==> src/rtl/sifb_pkg.sv <==
// ----------------------------------------------------------------------------
// sifb_pkg: shared types and constants of the stuffed information frame builder
// Transfer payloads, configuration record, queue command word and register map.
// ----------------------------------------------------------------------------
`timescale 1ns / 1ps

package sifb_pkg;

  // Configuration port geometry: seven 8-bit registers at word addresses.
  localparam int CFG_ADDR_W = 5;
  localparam int CFG_DATA_W = 32;
  localparam int CODE_W     = 8;

  // Default depth of the command queue between front and back.
  localparam int FIFO_DEPTH = 4;

  // Register reset values.
  localparam logic [CODE_W-1:0] RST_FLAG      = 8'd126;
  localparam logic [CODE_W-1:0] RST_ADDRESS   = 8'd3;
  localparam logic [CODE_W-1:0] RST_CTRL_ZERO = 8'd0;
  localparam logic [CODE_W-1:0] RST_CTRL_ONE  = 8'd64;
  localparam logic [CODE_W-1:0] RST_ESCAPE    = 8'd125;
  localparam logic [CODE_W-1:0] RST_FLAG_SUB  = 8'd94;
  localparam logic [CODE_W-1:0] RST_ESC_SUB   = 8'd93;

  typedef enum logic [2:0] {
    REG_FLAG      = 3'd0,
    REG_ADDRESS   = 3'd1,
    REG_CTRL_ZERO = 3'd2,
    REG_CTRL_ONE  = 3'd3,
    REG_ESCAPE    = 3'd4,
    REG_FLAG_SUB  = 3'd5,
    REG_ESC_SUB   = 3'd6
  } reg_idx_e;

  typedef enum logic {
    FUNC_PAYLOAD = 1'b0,
    FUNC_ACK     = 1'b1
  } func_e;

  typedef struct packed {
    logic              func;
    logic [CODE_W-1:0] payload_byte;
    logic              payload_last;
    logic              ack_is_reject;
    logic              ack_number;
  } in_item_t;

  typedef struct packed {
    logic [CODE_W-1:0] out_byte;
    logic              frame_end;
    logic              run_last;
    logic              is_ack_result;
    logic              ack_accepted;
  } out_item_t;

  typedef struct packed {
    logic [CODE_W-1:0] flag_code;
    logic [CODE_W-1:0] address_code;
    logic [CODE_W-1:0] control_seq_zero;
    logic [CODE_W-1:0] control_seq_one;
    logic [CODE_W-1:0] escape_code;
    logic [CODE_W-1:0] flag_substitute;
    logic [CODE_W-1:0] escape_substitute;
  } cfg_t;

  // One classified item as handed from the front to the back.
  typedef struct packed {
    logic              is_ack;
    logic              ack_accepted;
    logic              header;     // frame opens with this byte
    logic              last;       // frame closes with this byte
    logic [CODE_W-1:0] data;
    logic [CODE_W-1:0] ctrl;       // control byte latched at acceptance
    logic [CODE_W-1:0] check;      // running check including this byte
  } cmd_t;

endpackage

==> src/rtl/sifb_regs.sv <==
// ----------------------------------------------------------------------------
// sifb_regs: configuration register file
// APB-style write and read access to the seven framing codes.
// ----------------------------------------------------------------------------
`timescale 1ns / 1ps

module sifb_regs (
  input  logic                               clk_i,
  input  logic                               rst_ni,
  input  logic                               psel,
  input  logic                               penable,
  input  logic                               pwrite,
  input  logic [sifb_pkg::CFG_ADDR_W-1:0]    paddr,
  input  logic [sifb_pkg::CFG_DATA_W-1:0]    pwdata,
  output logic [sifb_pkg::CFG_DATA_W-1:0]    prdata,
  output logic                               pready,
  output sifb_pkg::cfg_t                     cfg_o
);
  import sifb_pkg::*;

  cfg_t              cfg_q, cfg_d;
  logic              wr_en;
  reg_idx_e          idx;
  logic [CODE_W-1:0] wr_code;
  logic [CODE_W-1:0] rd_code;

  assign pready  = 1'b1;
  assign wr_en   = psel && penable && pwrite;
  assign idx     = reg_idx_e'(paddr[CFG_ADDR_W-1:2]);
  assign wr_code = pwdata[CODE_W-1:0];

  always_comb begin
    cfg_d = cfg_q;
    if (wr_en) begin
      case (idx)
        REG_FLAG:      cfg_d.flag_code         = wr_code;
        REG_ADDRESS:   cfg_d.address_code      = wr_code;
        REG_CTRL_ZERO: cfg_d.control_seq_zero  = wr_code;
        REG_CTRL_ONE:  cfg_d.control_seq_one   = wr_code;
        REG_ESCAPE:    cfg_d.escape_code       = wr_code;
        REG_FLAG_SUB:  cfg_d.flag_substitute   = wr_code;
        REG_ESC_SUB:   cfg_d.escape_substitute = wr_code;
        default: ;
      endcase
    end
  end

  always_comb begin
    case (idx)
      REG_FLAG:      rd_code = cfg_q.flag_code;
      REG_ADDRESS:   rd_code = cfg_q.address_code;
      REG_CTRL_ZERO: rd_code = cfg_q.control_seq_zero;
      REG_CTRL_ONE:  rd_code = cfg_q.control_seq_one;
      REG_ESCAPE:    rd_code = cfg_q.escape_code;
      REG_FLAG_SUB:  rd_code = cfg_q.flag_substitute;
      REG_ESC_SUB:   rd_code = cfg_q.escape_substitute;
      default:       rd_code = '0;
    endcase
  end

  assign prdata = {{(CFG_DATA_W-CODE_W){1'b0}}, rd_code};
  assign cfg_o  = cfg_q;

  always_ff @(posedge clk_i or negedge rst_ni) begin
    if (!rst_ni) begin
      cfg_q.flag_code         <= RST_FLAG;
      cfg_q.address_code      <= RST_ADDRESS;
      cfg_q.control_seq_zero  <= RST_CTRL_ZERO;
      cfg_q.control_seq_one   <= RST_CTRL_ONE;
      cfg_q.escape_code       <= RST_ESCAPE;
      cfg_q.flag_substitute   <= RST_FLAG_SUB;
      cfg_q.escape_substitute <= RST_ESC_SUB;
    end else begin
      cfg_q <= cfg_d;
    end
  end

endmodule

==> src/rtl/sifb_front.sv <==
// ----------------------------------------------------------------------------
// sifb_front: item intake and classification
// Keeps sequence bit, running check and frame state; builds queue commands.
// ----------------------------------------------------------------------------
`timescale 1ns / 1ps

module sifb_front (
  input  logic               clk_i,
  input  logic               rst_ni,
  input  logic               in_valid_i,
  output logic               in_stall_o,
  input  sifb_pkg::in_item_t in_data_i,
  input  sifb_pkg::cfg_t     cfg_i,
  input  logic               full_i,
  output logic               push_o,
  output sifb_pkg::cmd_t     cmd_o
);
  import sifb_pkg::*;

  logic              seq_q, seq_d;
  logic              in_frame_q, in_frame_d;
  logic [CODE_W-1:0] check_q, check_d;
  logic              accept;
  logic [CODE_W-1:0] new_check;

  assign in_stall_o = full_i;
  assign accept     = in_valid_i && !full_i;
  assign push_o     = accept;
  // Restart the check on the first byte of a frame.
  assign new_check  = (in_frame_q ? check_q : '0) ^ in_data_i.payload_byte;

  always_comb begin
    seq_d      = seq_q;
    in_frame_d = in_frame_q;
    check_d    = check_q;

    cmd_o              = '0;
    cmd_o.data         = in_data_i.payload_byte;
    cmd_o.last         = in_data_i.payload_last;
    cmd_o.header       = !in_frame_q;
    cmd_o.ctrl         = seq_q ? cfg_i.control_seq_one : cfg_i.control_seq_zero;
    cmd_o.check        = new_check;

    if (func_e'(in_data_i.func) == FUNC_ACK) begin
      cmd_o.is_ack       = 1'b1;
      cmd_o.ack_accepted = in_data_i.ack_number != seq_q;
      if (accept) begin
        seq_d = seq_q ^ cmd_o.ack_accepted;
      end
    end else if (accept) begin
      if (in_data_i.payload_last) begin
        in_frame_d = 1'b0;
        check_d    = '0;
      end else begin
        in_frame_d = 1'b1;
        check_d    = new_check;
      end
    end
  end

  always_ff @(posedge clk_i or negedge rst_ni) begin
    if (!rst_ni) begin
      seq_q      <= 1'b0;
      in_frame_q <= 1'b0;
      check_q    <= '0;
    end else begin
      seq_q      <= seq_d;
      in_frame_q <= in_frame_d;
      check_q    <= check_d;
    end
  end

endmodule

==> src/rtl/sifb_fifo.sv <==
// ----------------------------------------------------------------------------
// sifb_fifo: command queue
// Short first-in first-out store that decouples intake from byte emission.
// ----------------------------------------------------------------------------
`timescale 1ns / 1ps

module sifb_fifo #(
  parameter int Depth = sifb_pkg::FIFO_DEPTH
) (
  input  logic           clk_i,
  input  logic           rst_ni,
  input  logic           push_i,
  input  sifb_pkg::cmd_t push_data_i,
  input  logic           pop_i,
  output sifb_pkg::cmd_t head_o,
  output logic           head_valid_o,
  output logic           full_o
);
  import sifb_pkg::*;

  localparam int PtrW = (Depth > 1) ? $clog2(Depth) : 1;
  localparam int CntW = $clog2(Depth + 1);
  localparam logic [PtrW-1:0] LastPtr = PtrW'(Depth - 1);
  localparam logic [CntW-1:0] FullCnt = CntW'(Depth);

  cmd_t            mem_q [Depth];
  logic [PtrW-1:0] wr_ptr_q, wr_ptr_d;
  logic [PtrW-1:0] rd_ptr_q, rd_ptr_d;
  logic [CntW-1:0] count_q, count_d;
  logic            do_push, do_pop;

  assign full_o       = count_q == FullCnt;
  assign head_valid_o = count_q != '0;
  assign head_o       = mem_q[rd_ptr_q];
  assign do_push      = push_i && !full_o;
  assign do_pop       = pop_i && head_valid_o;

  always_comb begin
    wr_ptr_d = wr_ptr_q;
    rd_ptr_d = rd_ptr_q;
    count_d  = count_q;
    if (do_push) begin
      wr_ptr_d = (wr_ptr_q == LastPtr) ? '0 : wr_ptr_q + 1'b1;
    end
    if (do_pop) begin
      rd_ptr_d = (rd_ptr_q == LastPtr) ? '0 : rd_ptr_q + 1'b1;
    end
    case ({do_push, do_pop})
      2'b10:   count_d = count_q + 1'b1;
      2'b01:   count_d = count_q - 1'b1;
      default: count_d = count_q;
    endcase
  end

  always_ff @(posedge clk_i) begin
    if (do_push) begin
      mem_q[wr_ptr_q] <= push_data_i;
    end
  end

  always_ff @(posedge clk_i or negedge rst_ni) begin
    if (!rst_ni) begin
      wr_ptr_q <= '0;
      rd_ptr_q <= '0;
      count_q  <= '0;
    end else begin
      wr_ptr_q <= wr_ptr_d;
      rd_ptr_q <= rd_ptr_d;
      count_q  <= count_d;
    end
  end

endmodule

==> src/rtl/sifb_back.sv <==
// ----------------------------------------------------------------------------
// sifb_back: byte sequencer
// Walks header, stuffed payload, stuffed check, closing flag or ack result, one per unstalled cycle.
// ----------------------------------------------------------------------------
`timescale 1ns / 1ps

module sifb_back (
  input  logic                clk_i,
  input  logic                rst_ni,
  input  sifb_pkg::cfg_t      cfg_i,
  input  logic                head_valid_i,
  input  sifb_pkg::cmd_t      cmd_i,
  output logic                pop_o,
  output logic                out_valid_o,
  input  logic                out_stall_i,
  output sifb_pkg::out_item_t out_data_o
);
  import sifb_pkg::*;

  typedef enum logic [3:0] {
    PH_START,
    PH_FLAG,
    PH_ADDR,
    PH_CTRL,
    PH_HCHK,
    PH_DATA,
    PH_DATA_SUB,
    PH_CHK,
    PH_CHK_SUB,
    PH_END,
    PH_ACK
  } phase_e;

  phase_e    phase_q, phase_d, cur;
  logic      out_valid_q, out_valid_d;
  out_item_t out_q, out_d;
  out_item_t res;
  logic      load_en, step, done, tail_data, tail_chk;
  logic      data_flag, data_esc, chk_flag, chk_esc;

  assign data_flag = cmd_i.data == cfg_i.flag_code;
  assign data_esc  = cmd_i.data == cfg_i.escape_code;
  assign chk_flag  = cmd_i.check == cfg_i.flag_code;
  assign chk_esc   = cmd_i.check == cfg_i.escape_code;

  assign load_en = !out_valid_q || !out_stall_i;
  assign step    = head_valid_i && load_en;

  always_comb begin
    phase_e nxt;
    cur       = phase_q;
    nxt       = PH_START;
    res       = '0;
    done      = 1'b0;
    tail_data = 1'b0;
    tail_chk  = 1'b0;

    if (phase_q == PH_START) begin
      cur = cmd_i.is_ack ? PH_ACK : (cmd_i.header ? PH_FLAG : PH_DATA);
    end

    case (cur)
      PH_FLAG: begin
        res.out_byte = cfg_i.flag_code;
        nxt          = PH_ADDR;
      end
      PH_ADDR: begin
        res.out_byte = cfg_i.address_code;
        nxt          = PH_CTRL;
      end
      PH_CTRL: begin
        res.out_byte = cmd_i.ctrl;
        nxt          = PH_HCHK;
      end
      PH_HCHK: begin
        res.out_byte = cfg_i.address_code ^ cmd_i.ctrl;
        nxt          = PH_DATA;
      end
      PH_DATA: begin
        if (data_flag || data_esc) begin
          res.out_byte = cfg_i.escape_code;
          nxt          = PH_DATA_SUB;
        end else begin
          res.out_byte = cmd_i.data;
          tail_data    = 1'b1;
        end
      end
      PH_DATA_SUB: begin
        // Flag test wins when flag and escape codes coincide.
        res.out_byte = data_flag ? cfg_i.flag_substitute : cfg_i.escape_substitute;
        tail_data    = 1'b1;
      end
      PH_CHK: begin
        if (chk_flag || chk_esc) begin
          res.out_byte = cfg_i.escape_code;
          nxt          = PH_CHK_SUB;
        end else begin
          res.out_byte = cmd_i.check;
          tail_chk     = 1'b1;
        end
      end
      PH_CHK_SUB: begin
        res.out_byte = chk_flag ? cfg_i.flag_substitute : cfg_i.escape_substitute;
        tail_chk     = 1'b1;
      end
      PH_END: begin
        res.out_byte  = cfg_i.flag_code;
        res.frame_end = 1'b1;
        done          = 1'b1;
      end
      PH_ACK: begin
        res.is_ack_result = 1'b1;
        res.ack_accepted  = cmd_i.ack_accepted;
        done              = 1'b1;
      end
      default: begin
        done = 1'b1;
      end
    endcase

    if (tail_data) begin
      if (cmd_i.last) begin
        nxt = PH_CHK;
      end else begin
        done = 1'b1;
      end
    end
    if (tail_chk) begin
      nxt = PH_END;
    end
    if (done) begin
      nxt = PH_START;
    end
    res.run_last = done;

    phase_d     = phase_q;
    out_valid_d = out_valid_q;
    out_d       = out_q;
    if (step) begin
      phase_d     = nxt;
      out_valid_d = 1'b1;
      out_d       = res;
    end else if (load_en) begin
      out_valid_d = 1'b0;
    end
  end

  assign pop_o       = step && done;
  assign out_valid_o = out_valid_q;
  assign out_data_o  = out_q;

  always_ff @(posedge clk_i or negedge rst_ni) begin
    if (!rst_ni) begin
      phase_q     <= PH_START;
      out_valid_q <= 1'b0;
      out_q       <= '0;
    end else begin
      phase_q     <= phase_d;
      out_valid_q <= out_valid_d;
      out_q       <= out_d;
    end
  end

  // A command part way through its bytes stays at the queue head.
  a_head_held: assert property (@(posedge clk_i) disable iff (!rst_ni)
    phase_q != PH_START |-> head_valid_i)
    else $error("sequencer mid-command without a queue head");

  a_end_is_last: assert property (@(posedge clk_i) disable iff (!rst_ni)
    out_valid_q && out_q.frame_end |-> out_q.run_last && !out_q.is_ack_result)
    else $error("closing flag not marked as final result");

  a_ack_shape: assert property (@(posedge clk_i) disable iff (!rst_ni)
    out_valid_q && out_q.is_ack_result |-> out_q.run_last && out_q.out_byte == '0)
    else $error("acknowledgement result malformed");

  a_pop_after_load: assert property (@(posedge clk_i) disable iff (!rst_ni)
    pop_o |=> out_valid_q && out_q.run_last)
    else $error("command retired without its final result");

endmodule

==> src/rtl/stuffed_info_frame_builder.sv <==
// ----------------------------------------------------------------------------
// stuffed_info_frame_builder: byte-stuffed information frame transmitter
// Results: each accepted item gives 1 to 9 results, emitted one per cycle
//   by the byte sequencer unless the output stalls or the queue is empty;
//   a plain payload byte gives 1 or 2. The queue keeps taking new items
//   while the sequencer is still emitting an earlier one, until it is full.
// Reset: asynchronous, clears sequence bit, running check, frame state, queue
//   and output register; codes return to their defaults.
// ----------------------------------------------------------------------------
`timescale 1ns / 1ps

module stuffed_info_frame_builder #(
  parameter int FifoDepth = sifb_pkg::FIFO_DEPTH
) (
  input  logic                            clk_i,
  input  logic                            rst_ni,
  // input item channel
  input  logic                            in_valid_i,
  output logic                            in_stall_o,
  input  sifb_pkg::in_item_t              in_data_i,
  // result channel
  output logic                            out_valid_o,
  input  logic                            out_stall_i,
  output sifb_pkg::out_item_t             out_data_o,
  // configuration port
  input  logic                            psel,
  input  logic                            penable,
  input  logic                            pwrite,
  input  logic [sifb_pkg::CFG_ADDR_W-1:0] paddr,
  input  logic [sifb_pkg::CFG_DATA_W-1:0] pwdata,
  output logic [sifb_pkg::CFG_DATA_W-1:0] prdata,
  output logic                            pready
);
  import sifb_pkg::*;

  cfg_t cfg;
  cmd_t push_cmd, head_cmd;
  logic push, pop, head_valid, full;

  // Framing codes; the user must write them only while no transfer is in flight; the block does not enforce it.
  sifb_regs u_regs (
    .clk_i   (clk_i),
    .rst_ni  (rst_ni),
    .psel    (psel),
    .penable (penable),
    .pwrite  (pwrite),
    .paddr   (paddr),
    .pwdata  (pwdata),
    .prdata  (prdata),
    .pready  (pready),
    .cfg_o   (cfg)
  );

  // Front: take each transfer, advance frame state and the sequence bit,
  // and latch the control byte and running check into a command.
  sifb_front u_front (
    .clk_i      (clk_i),
    .rst_ni     (rst_ni),
    .in_valid_i (in_valid_i),
    .in_stall_o (in_stall_o),
    .in_data_i  (in_data_i),
    .cfg_i      (cfg),
    .full_i     (full),
    .push_o     (push),
    .cmd_o      (push_cmd)
  );

  // Queue: hold commands while the back is busy stuffing a longer one.
  sifb_fifo #(
    .Depth (FifoDepth)
  ) u_fifo (
    .clk_i        (clk_i),
    .rst_ni       (rst_ni),
    .push_i       (push),
    .push_data_i  (push_cmd),
    .pop_i        (pop),
    .head_o       (head_cmd),
    .head_valid_o (head_valid),
    .full_o       (full)
  );

  // Back: emit header, stuffed bytes, closing flag or ack result through the output
  // register, one result per cycle unless stalled, and retire the command on its last.
  sifb_back u_back (
    .clk_i        (clk_i),
    .rst_ni       (rst_ni),
    .cfg_i        (cfg),
    .head_valid_i (head_valid),
    .cmd_i        (head_cmd),
    .pop_o        (pop),
    .out_valid_o  (out_valid_o),
    .out_stall_i  (out_stall_i),
    .out_data_o   (out_data_o)
  );

endmodule
==> config.mk <==
export PLATFORM = sky130hd
export DESIGN_NAME = stuffed_info_frame_builder
export DESIGN_NICKNAME = d
export VERILOG_FILES = /design/src/rtl/sifb_pkg.sv /design/src/rtl/sifb_regs.sv /design/src/rtl/sifb_front.sv /design/src/rtl/sifb_fifo.sv /design/src/rtl/sifb_back.sv /design/src/rtl/stuffed_info_frame_builder.sv
export SDC_FILE = /design/constraint.sdc
export NUM_CORES = 1
export LEC_CHECK = 0
export BUFFER_PORTS_ARGS = -buffer_cell sky130_fd_sc_hd__buf_2
export CAP_MARGIN = 20
export CORE_MARGIN = 3
export CORE_UTILIZATION = 55
export DETAILED_ROUTE_END_ITERATION = 6
export PLACE_DENSITY_LB_ADDON = 0.08
export SYNTH_ARGS = -nofsm -noshare
export SYNTH_HDL_FRONTEND = slang
export SYNTH_HIERARCHICAL = 1
export SYNTH_SLANG_ARGS = --single-unit
==> constraint.sdc <==
create_clock -name clk_i -period 4.5 [get_ports clk_i]
set_clock_uncertainty 0.2 [all_clocks]
set_input_delay 0 -clock clk_i [delete_from_list [all_inputs] [get_ports clk_i]]
set_output_delay 0 -clock clk_i [all_outputs]
set_load 0.05 [all_outputs]
==> results.md, run 1 <==
- Status: complete, no violations
- # placed instances: 985
- Post-Route WL: 23990 um
- Antenna-violating nets left: 0
- Skew-Pair Late Insertion Delay: 0.52 ns
- GRT Total Usage: 23.99%
- Setup tns final: 0 ns
- Reg2Reg Launch Point: u_fifo/rd_ptr_q[0]$_DFFE_PN0P_
- Initial antenna violation count: 0
- Fin. Hold Viols: 0
- Layout Nets: 872
- Via-per-instance ratio: 6.106
- # resized after CTS: 0
- CTS tree: built
- Finished Layout Cells: 1054
- Reg2reg path depth: 13
- Synth area leaders: edfxtp_1, dfrtp_1, mux2_2, dfstp_2, mux4_1
- Worst slew pin tran: 0.9556 ns
- CP endpoint kind: flop
- Hold depth: 4
- I/O Buffers: 50
- Post-synthesis sequential area ratio: 55.28%
- Die Ht: 142.3 um
- Pin count of the biggest net entering global routing: 49
- Worst-case hold path end point: u_regs/cfg_o[6]$_DFFE_PN1P_
- Max Clk Rate: 0.2467 GHz
- Design area: 11520 um^2
- Final Max Tran Viols: 0
- Top FF cell, synth: edfxtp_1
- First-pass GRT wire length: 37220 um
- Crit path launch type: flop
- Post-layout min period: 4.054 ns
- Placed instance area: 10440 um^2
- Netlist cell types: 69
- Critical R2R Capture: u_fifo/count_q[2]$_DFFE_PN0P_
- Internal power: 4.652 mW
- Synthesized area: 10210 um^2
- Top-area cell type share of the netlist area: 32.93%
- CP required: 4.74 ns
- CP Max Fanout: 16
- LEAKAGE: 4.424 nW
- CTS H-Tree Depth: 1
- Switch Pwr: 2.662 mW
- Syn-to-layout area delta: 12.75%
- Commonest non-fill, non-tap cells in the layout: edfxtp_1, mux2_2, dfrtp_1, nand2_1, buf_2
- Clock sink total: 202
- PwrDens: 635.0 nW/um^2
- DR vias: 6436
- Logic pwr share: 35.1%
- Vias in the first global route: 6448
- Worst min path class: in -> reg
- Clk pwr share: 25.1%
- Antenna Cells: 0
- First-pass iteration count of the detailed router: 5
- WL/cell: 22.76 um
- GRT overflow: 0
- Fillcell total: 1355
- Post-synth EDFFs: 112
- Sw Share: 36.39%
- Max-cap violations: 0
- Area of the multi-input gates: 4123 um^2
- Ratio of cells with drive above 1 in the final layout: 28.48%
- CTS Buffer Depth: 3
- Sequential power share: 39.8%
- 1st-iter DRT viols: 575
- Peak supply drop: 0.3391 mV
- Synth warn: 6
- HP Start: paddr[4]
- Starting Density: 56.48%
- Synth Register Bits: 202
- Cell Rows: 49
- Cells after Synth: 744
- Chip width: 142.3 um
- RSZ-0062 raised after global routing: no
- Mean Syn Cell Area: 13.73 um^2
- Reg2Reg Setup Slack: 0.45 ns
- Crit path kind: reg -> reg
- DRC Markers: 0
- Final setup viols: 0
- Slew Limit Headroom: 36.29%
- TritonCTS Buffers: 22
- Fin crit share: 90.10%
- Critical path arrival: 4.29 ns
- Post-synth ARST share: 44.55%
- Dpl hpwl: 16160 um
- Commonest non-fill, non-tap cell in the layout: edfxtp_1
- Reg area: 5647 um^2
- Clock root cell: clkbuf_16
- Clock transition at path regs: 0.06 ns
- GPL Wtd Cong: 0.9399
- Core area: 18090 um^2
- I/O pin count: 103
- Die area: 20240 um^2
- Area leader, netlist: edfxtp_1
-- worst max-delay path, stage by stage, from the launching register on --
cell,delay [ns]
dfrtp_1,0.87
mux4_2,0.66
or4_4,0.56
a21boi_2,0.16
a31oi_1,0.12
nor2_1,0.18
nand2_4,0.09
inv_1,0.06
ha_1,0.17
inv_1,0.07
fa_1,0.38
xor2_1,0.15
nor2_1,0.14
xor2_1,0.16
-- through the flow --
stage | total power, mW | utilization (%) | hold slack [ns] | worst slack (ns)
2_1_floorplan | 4.763 | - | -0.4956 | 0.9111
3_3_place_gp | 5.380 | 57.72 | -0.07714 | 0.4988
3_5_place_dp | 5.462 | 57.72 | -0.06898 | 0.4433
4_1_cts | 7.346 | 63.68 | 0.04282 | 0.4162
5_1_grt | 7.685 | 63.68 | 0.08240 | 0.1640
6_report | 7.314 | 63.68 | 0.06819 | 0.4457
-- cell usage after synthesis (8+ instances only) --
master,instances
edfxtp_1,112
mux2_2,69
dfrtp_1,65
nand2_1,64
buf_4,37
nor2_1,29
dfstp_2,25
xnor2_1,25
mux4_1,20
xor2_1,20
a31oi_1,19
mux2i_1,19
o21ai_0,19
buf_2,14
nand3b_1,14
clkbuf_1,13
nand3_1,11
o21ai_1,11
inv_1,10
mux2_4,10
a221oi_1,8
a311oi_1,8
a32o_1,8
buf_6,8
mux4_2,8
nand4b_1,8
-- cells by family (layout without fill, tap and decap cells) --
logic type               count (synthesis)  after routing  share of synthesized area, %
AND/OR/NAND/NOR                        178            178                         9.603
multiplexers                           126            126                         17.85
XOR/XNOR                                45             45                         3.858
adder cells (fa/ha/maj)                  7              7                        0.9309
buffers and inverters                   84            142                         5.206
AO/OA/AOI/OAI                          100            100                         7.202
other                                    2             25                       0.07352
flip-flops                             202            202                         55.28
-- layout make-up --
class                   instances  area share, %
multi-input cells             481          35.80
flip-flops and latches        202          49.03
clock buffers                  35          5.997
repair buffers                 91          5.649
well taps                     229          2.488
clock inverters                 5         0.6844
inverters                      11         0.3585
-- metal layers --
| layer | routed length (um) | vias to the layer above | GRT usage [%] |
|---|---|---|---|
| met5 | 0 | - | 0 |
| met2 | 10970 | 254 | 36.65 |
| met4 | 786 | 0 | 7.980 |
| met3 | 1465 | 53 | 3.663 |
| li1 | - | 2882 | - |
| met1 | 10770 | 3247 | 35.65 |
-- power groups by stage --
| stage | Clock [mW] | Sequential (mW) | Combinational [mW] |
|---|---|---|---|
| floorplan | 0 | 2.90 | 1.86 |
| global placement | 0 | 2.92 | 2.46 |
| detailed placement | 0 | 2.95 | 2.52 |
| CTS | 1.88 | 2.92 | 2.55 |
| global route | 1.95 | 2.97 | 2.77 |
| finish | 1.84 | 2.91 | 2.57 |
-- worst max-delay path by stage --
stage	startpoint	end	slack, ns	depth (start not counted)
2_1_floorplan	u_fifo/rd_ptr_q[0]$_DFFE_PN0P_	u_fifo/count_q[2]$_DFFE_PN0P_	0.91	15
3_3_place_gp	u_fifo/rd_ptr_q[0]$_DFFE_PN0P_	u_fifo/count_q[2]$_DFFE_PN0P_	0.50	14
3_5_place_dp	u_fifo/rd_ptr_q[0]$_DFFE_PN0P_	u_fifo/count_q[2]$_DFFE_PN0P_	0.44	13
4_1_cts	u_fifo/rd_ptr_q[0]$_DFFE_PN0P_	u_fifo/count_q[2]$_DFFE_PN0P_	0.42	13
5_1_grt	u_fifo/rd_ptr_q[0]$_DFFE_PN0P_	u_fifo/count_q[2]$_DFFE_PN0P_	0.16	14
6_report	u_fifo/rd_ptr_q[0]$_DFFE_PN0P_	u_fifo/count_q[2]$_DFFE_PN0P_	0.45	13
-- state kept, by name (all words and copies together) (netlist names) --
| register | flops |
|---|---|
| u_front/seq_q | 1 |
| u_back/out_valid_o | 1 |
| u_back/phase_q | 4 |
| u_fifo/rd_ptr_q | 2 |
| u_front/check_q | 8 |
| u_regs/cfg_o | 56 |
| u_front/in_frame_q | 1 |
| u_fifo/count_q | 3 |
| u_back/out_data_o | 12 |
| u_fifo/mem_q | 112 |
| u_fifo/wr_ptr_q | 2 |
-- timing repair --
item | CTS | global route
setup endpoints to repair | 0 | 0
hold buffers | 29 | 0
endpoints found under the hold margin | 199 | 0
setup buffers | 0 | 0
Note: power is estimated with default switching activity, not from simulation.
==> run 2: changes to the inputs <==
- BUFFER_PORTS_ARGS: -buffer_cell sky130_fd_sc_hd__buf_2 -> not set
- DONT_BUFFER_PORTS: not set -> 1
==> results.md, run 2 (synthesis results as in run 1) <==
- Reg area: 5647 um^2 (unchanged)
- GRT Total Usage: 24.28% (+0.29 points)
- Sequential power share: 42.0% (+2.2 points)
- Final Max Tran Viols: 0 (unchanged)
- Worst min path class: in -> reg
- CTS H-Tree Depth: 1 (unchanged)
- TritonCTS Buffers: 23 (+4.5%)
- RSZ-0062 raised after global routing: no
- Post-Route WL: 24440 um (+1.9%)
- Worst path most repeated cell: buf_4
- Fin. Hold Viols: 0 (unchanged)
- Clk pwr share: 25.6% (+0.5 points)
- Peak supply drop: 0.4321 mV (+27%)
- Clock root cell: clkbuf_16
- Crit path launch type: flop
- DR vias: 6305 (-2.0%)
- Internal power: 4.616 mW (-0.77%)
- Postcts setup bufs: 0 (unchanged)
- I/O Buffers: 0 (-100%)
- Fin util: 62.88% (-0.80 points)
- Slew Limit Headroom: 26.73% (-9.6 points)
- Starting Density: 56.48% (unchanged)
- Status: complete, no violations
- Fillcell total: 1329 (-1.9%)
- LEAKAGE: 4.273 nW (-3.4%)
- WL/cell: 24.05 um (+5.7%)
- Antenna-violating nets left: 0 (unchanged)
- Logic pwr share: 32.4% (-2.7 points)
- Pin count of the biggest net entering global routing: 66 (+35%)
- Die area: 20240 um^2 (unchanged)
- Area of the multi-input gates: 4128 um^2 (+0.12%)
- Setup tns final: 0 ns (unchanged)
- Core area: 18090 um^2 (unchanged)
- First-pass GRT wire length: 37320 um (+0.28%)
- I/O pin count: 103 (unchanged)
- DRC Markers: 0 (unchanged)
- Max FFs per register: 112 (unchanged)
- Slowest library cell on the worst path: mux4_1
- First-pass iteration count of the detailed router: 5 (unchanged)
- 1st-iter DRT viols: 617 (+7.3%)
- Cell Rows: 49 (unchanged)
- Ratio of cells with drive above 1 in the final layout: 24.27% (-4.2 points)
- PwrDens: 642.5 nW/um^2 (+1.2%)
- Post-layout min period: 3.739 ns (-0.3149 ns)
- Largest Register: u_fifo/mem_q
- CTS Buffer Depth: 3 (unchanged)
- Final setup viols: 0 (unchanged)
- Worst slew pin tran: 1.119 ns (+0.1635 ns)
- Syn-to-layout area delta: 11.34%
- CTS tree: built
- Max incr delay on CP: 0.74 ns (-0.13 ns)
- Sw Share: 36.82% (+0.43 points)
- Commonest non-fill, non-tap cell in the layout: edfxtp_1
- Skew-Pair Late Insertion Delay: 0.52 ns (about the same)
- Max Clk Rate: 0.2674 GHz (+8.4%)
- # resized after CTS: 0 (unchanged)
- Chip width: 142.3 um (unchanged)
- Vias in the first global route: 6345 (-1.6%)
- Initial antenna violation count: 0 (unchanged)
- CP required: 4.66 ns (-0.08 ns)
- GRT overflow: 0 (unchanged)
- Antenna Cells: 0 (unchanged)
- Clock sink total: 202 (unchanged)
- Commonest non-fill, non-tap cells in the layout: edfxtp_1, mux2_2, dfrtp_1, nand2_1, dlygate4sd3_1
- CP endpoint kind: flop
- Crit path kind: reg -> reg
- Clock transition at path regs: 0.06 ns (about the same)
- Fin crit share: 83.10% (-7.0 points)
- Switch Pwr: 2.691 mW (+1.1%)
- Dpl hpwl: 15930 um (-1.4%)
- Critical path arrival: 3.90 ns (-0.39 ns)
- Via-per-instance ratio: 6.206 (+1.6%)
- Die Ht: 142.3 um (unchanged)
- GPL Wtd Cong: 0.9024 (-4.0%)
- Crit-path cells: buf_4, buf_4, mux4_1, xnor2_1, nand4_1, nor2_2, o32ai_4, a221oi_1, a311oi_1
- Max-cap violations: 0 (unchanged)
- CP Max Fanout: 16 (unchanged)
- Layout Nets: 833 (-4.5%)
[run 2: final cells by class]
| cell class | count | share of cell area [%] |
|---|---|---|
| Sequential cell | 202 | 49.65 |
| Tap cell | 229 | 2.519 |
| Timing Repair Buffer | 51 | 4.510 |
| Clock inverter | 16 | 1.507 |
| Clock buffer | 26 | 5.160 |
| Multi-Input combinational cell | 481 | 36.29 |
| Inverter | 11 | 0.3630 |
[run 2: critical path: cells and delay by family, from the launching register on]
family          cells  cell delay [ns]
compound gates      3             1.06
mux                 1             0.74
buf+inv             2             0.63
simple gates        2             0.43
flops               1             0.32
xor+xnor            1             0.19
[run 2: path summary, 6_finish.rpt]
kind                            depth (start not counted)  slack (ns)                          endpoint                            from
worst max-delay path                                    9        0.76  u_back/out_data_o[5]$_DFFE_PN0P_  u_fifo/rd_ptr_q[0]$_DFFE_PN0P_
max in group asynchronous                               4        3.16      u_regs/cfg_o[46]$_DFFE_PN0P_                          rst_ni
min in group asynchronous                               3        0.56      u_regs/cfg_o[22]$_DFFE_PN1P_                          rst_ni
worst min register to register                          1        0.28     u_fifo/count_q[2]$_DFFE_PN0P_   u_fifo/count_q[2]$_DFFE_PN0P_
worst min-delay path                                    1        0.04     u_fifo/mem_q[0][18]$_DFFE_PP_                    in_data_i[5]
worst max register to register                          9        0.76  u_back/out_data_o[5]$_DFFE_PN0P_  u_fifo/rd_ptr_q[0]$_DFFE_PN0P_
[run 2: per-layer routing]
metal	global-route usage, %	wire length (um)	vias to the layer above
met2	38.16	11200	255
met5	0	0	-
met3	4.805	1670	53
met4	6.818	670	0
met1	34.86	10890	3175
li1	-	-	2822
[run 2: per-stage QoR]
stage	power, mW	hold slack [ns]	std cells	worst slack, ns	cell area, um^2
2_1_floorplan	4.763	-0.4956	767	0.9111	10300
3_3_place_gp	5.295	-0.4924	936	0.7910	10200
3_5_place_dp	5.381	-0.4916	936	0.7376	10200
4_1_cts	7.327	0.008065	1016	0.7355	11370
5_1_grt	7.655	0.04166	1016	0.5697	11370
6_report	7.307	0.03978	1016	0.7606	11370
[run 2: what timing repair did]
| item | in CTS | in global routing |
|---|---|---|
| endpoints found under the setup margin | 0 | 0 |
| hold buffers | 38 | 0 |
| endpoints found under the hold margin | 248 | 0 |
[run 2: power by group through the flow]
| stage | Combinational, mW | Sequential [mW] | Clock (mW) |
|---|---|---|---|
| 6_report | 2.37 | 3.07 | 1.87 |
| 4_1_cts | 2.35 | 3.07 | 1.91 |
| 2_1_floorplan | 1.86 | 2.90 | 0 |
| 5_1_grt | 2.54 | 3.13 | 1.98 |
| 3_3_place_gp | 2.22 | 3.07 | 0 |
| 3_5_place_dp | 2.28 | 3.11 | 0 |
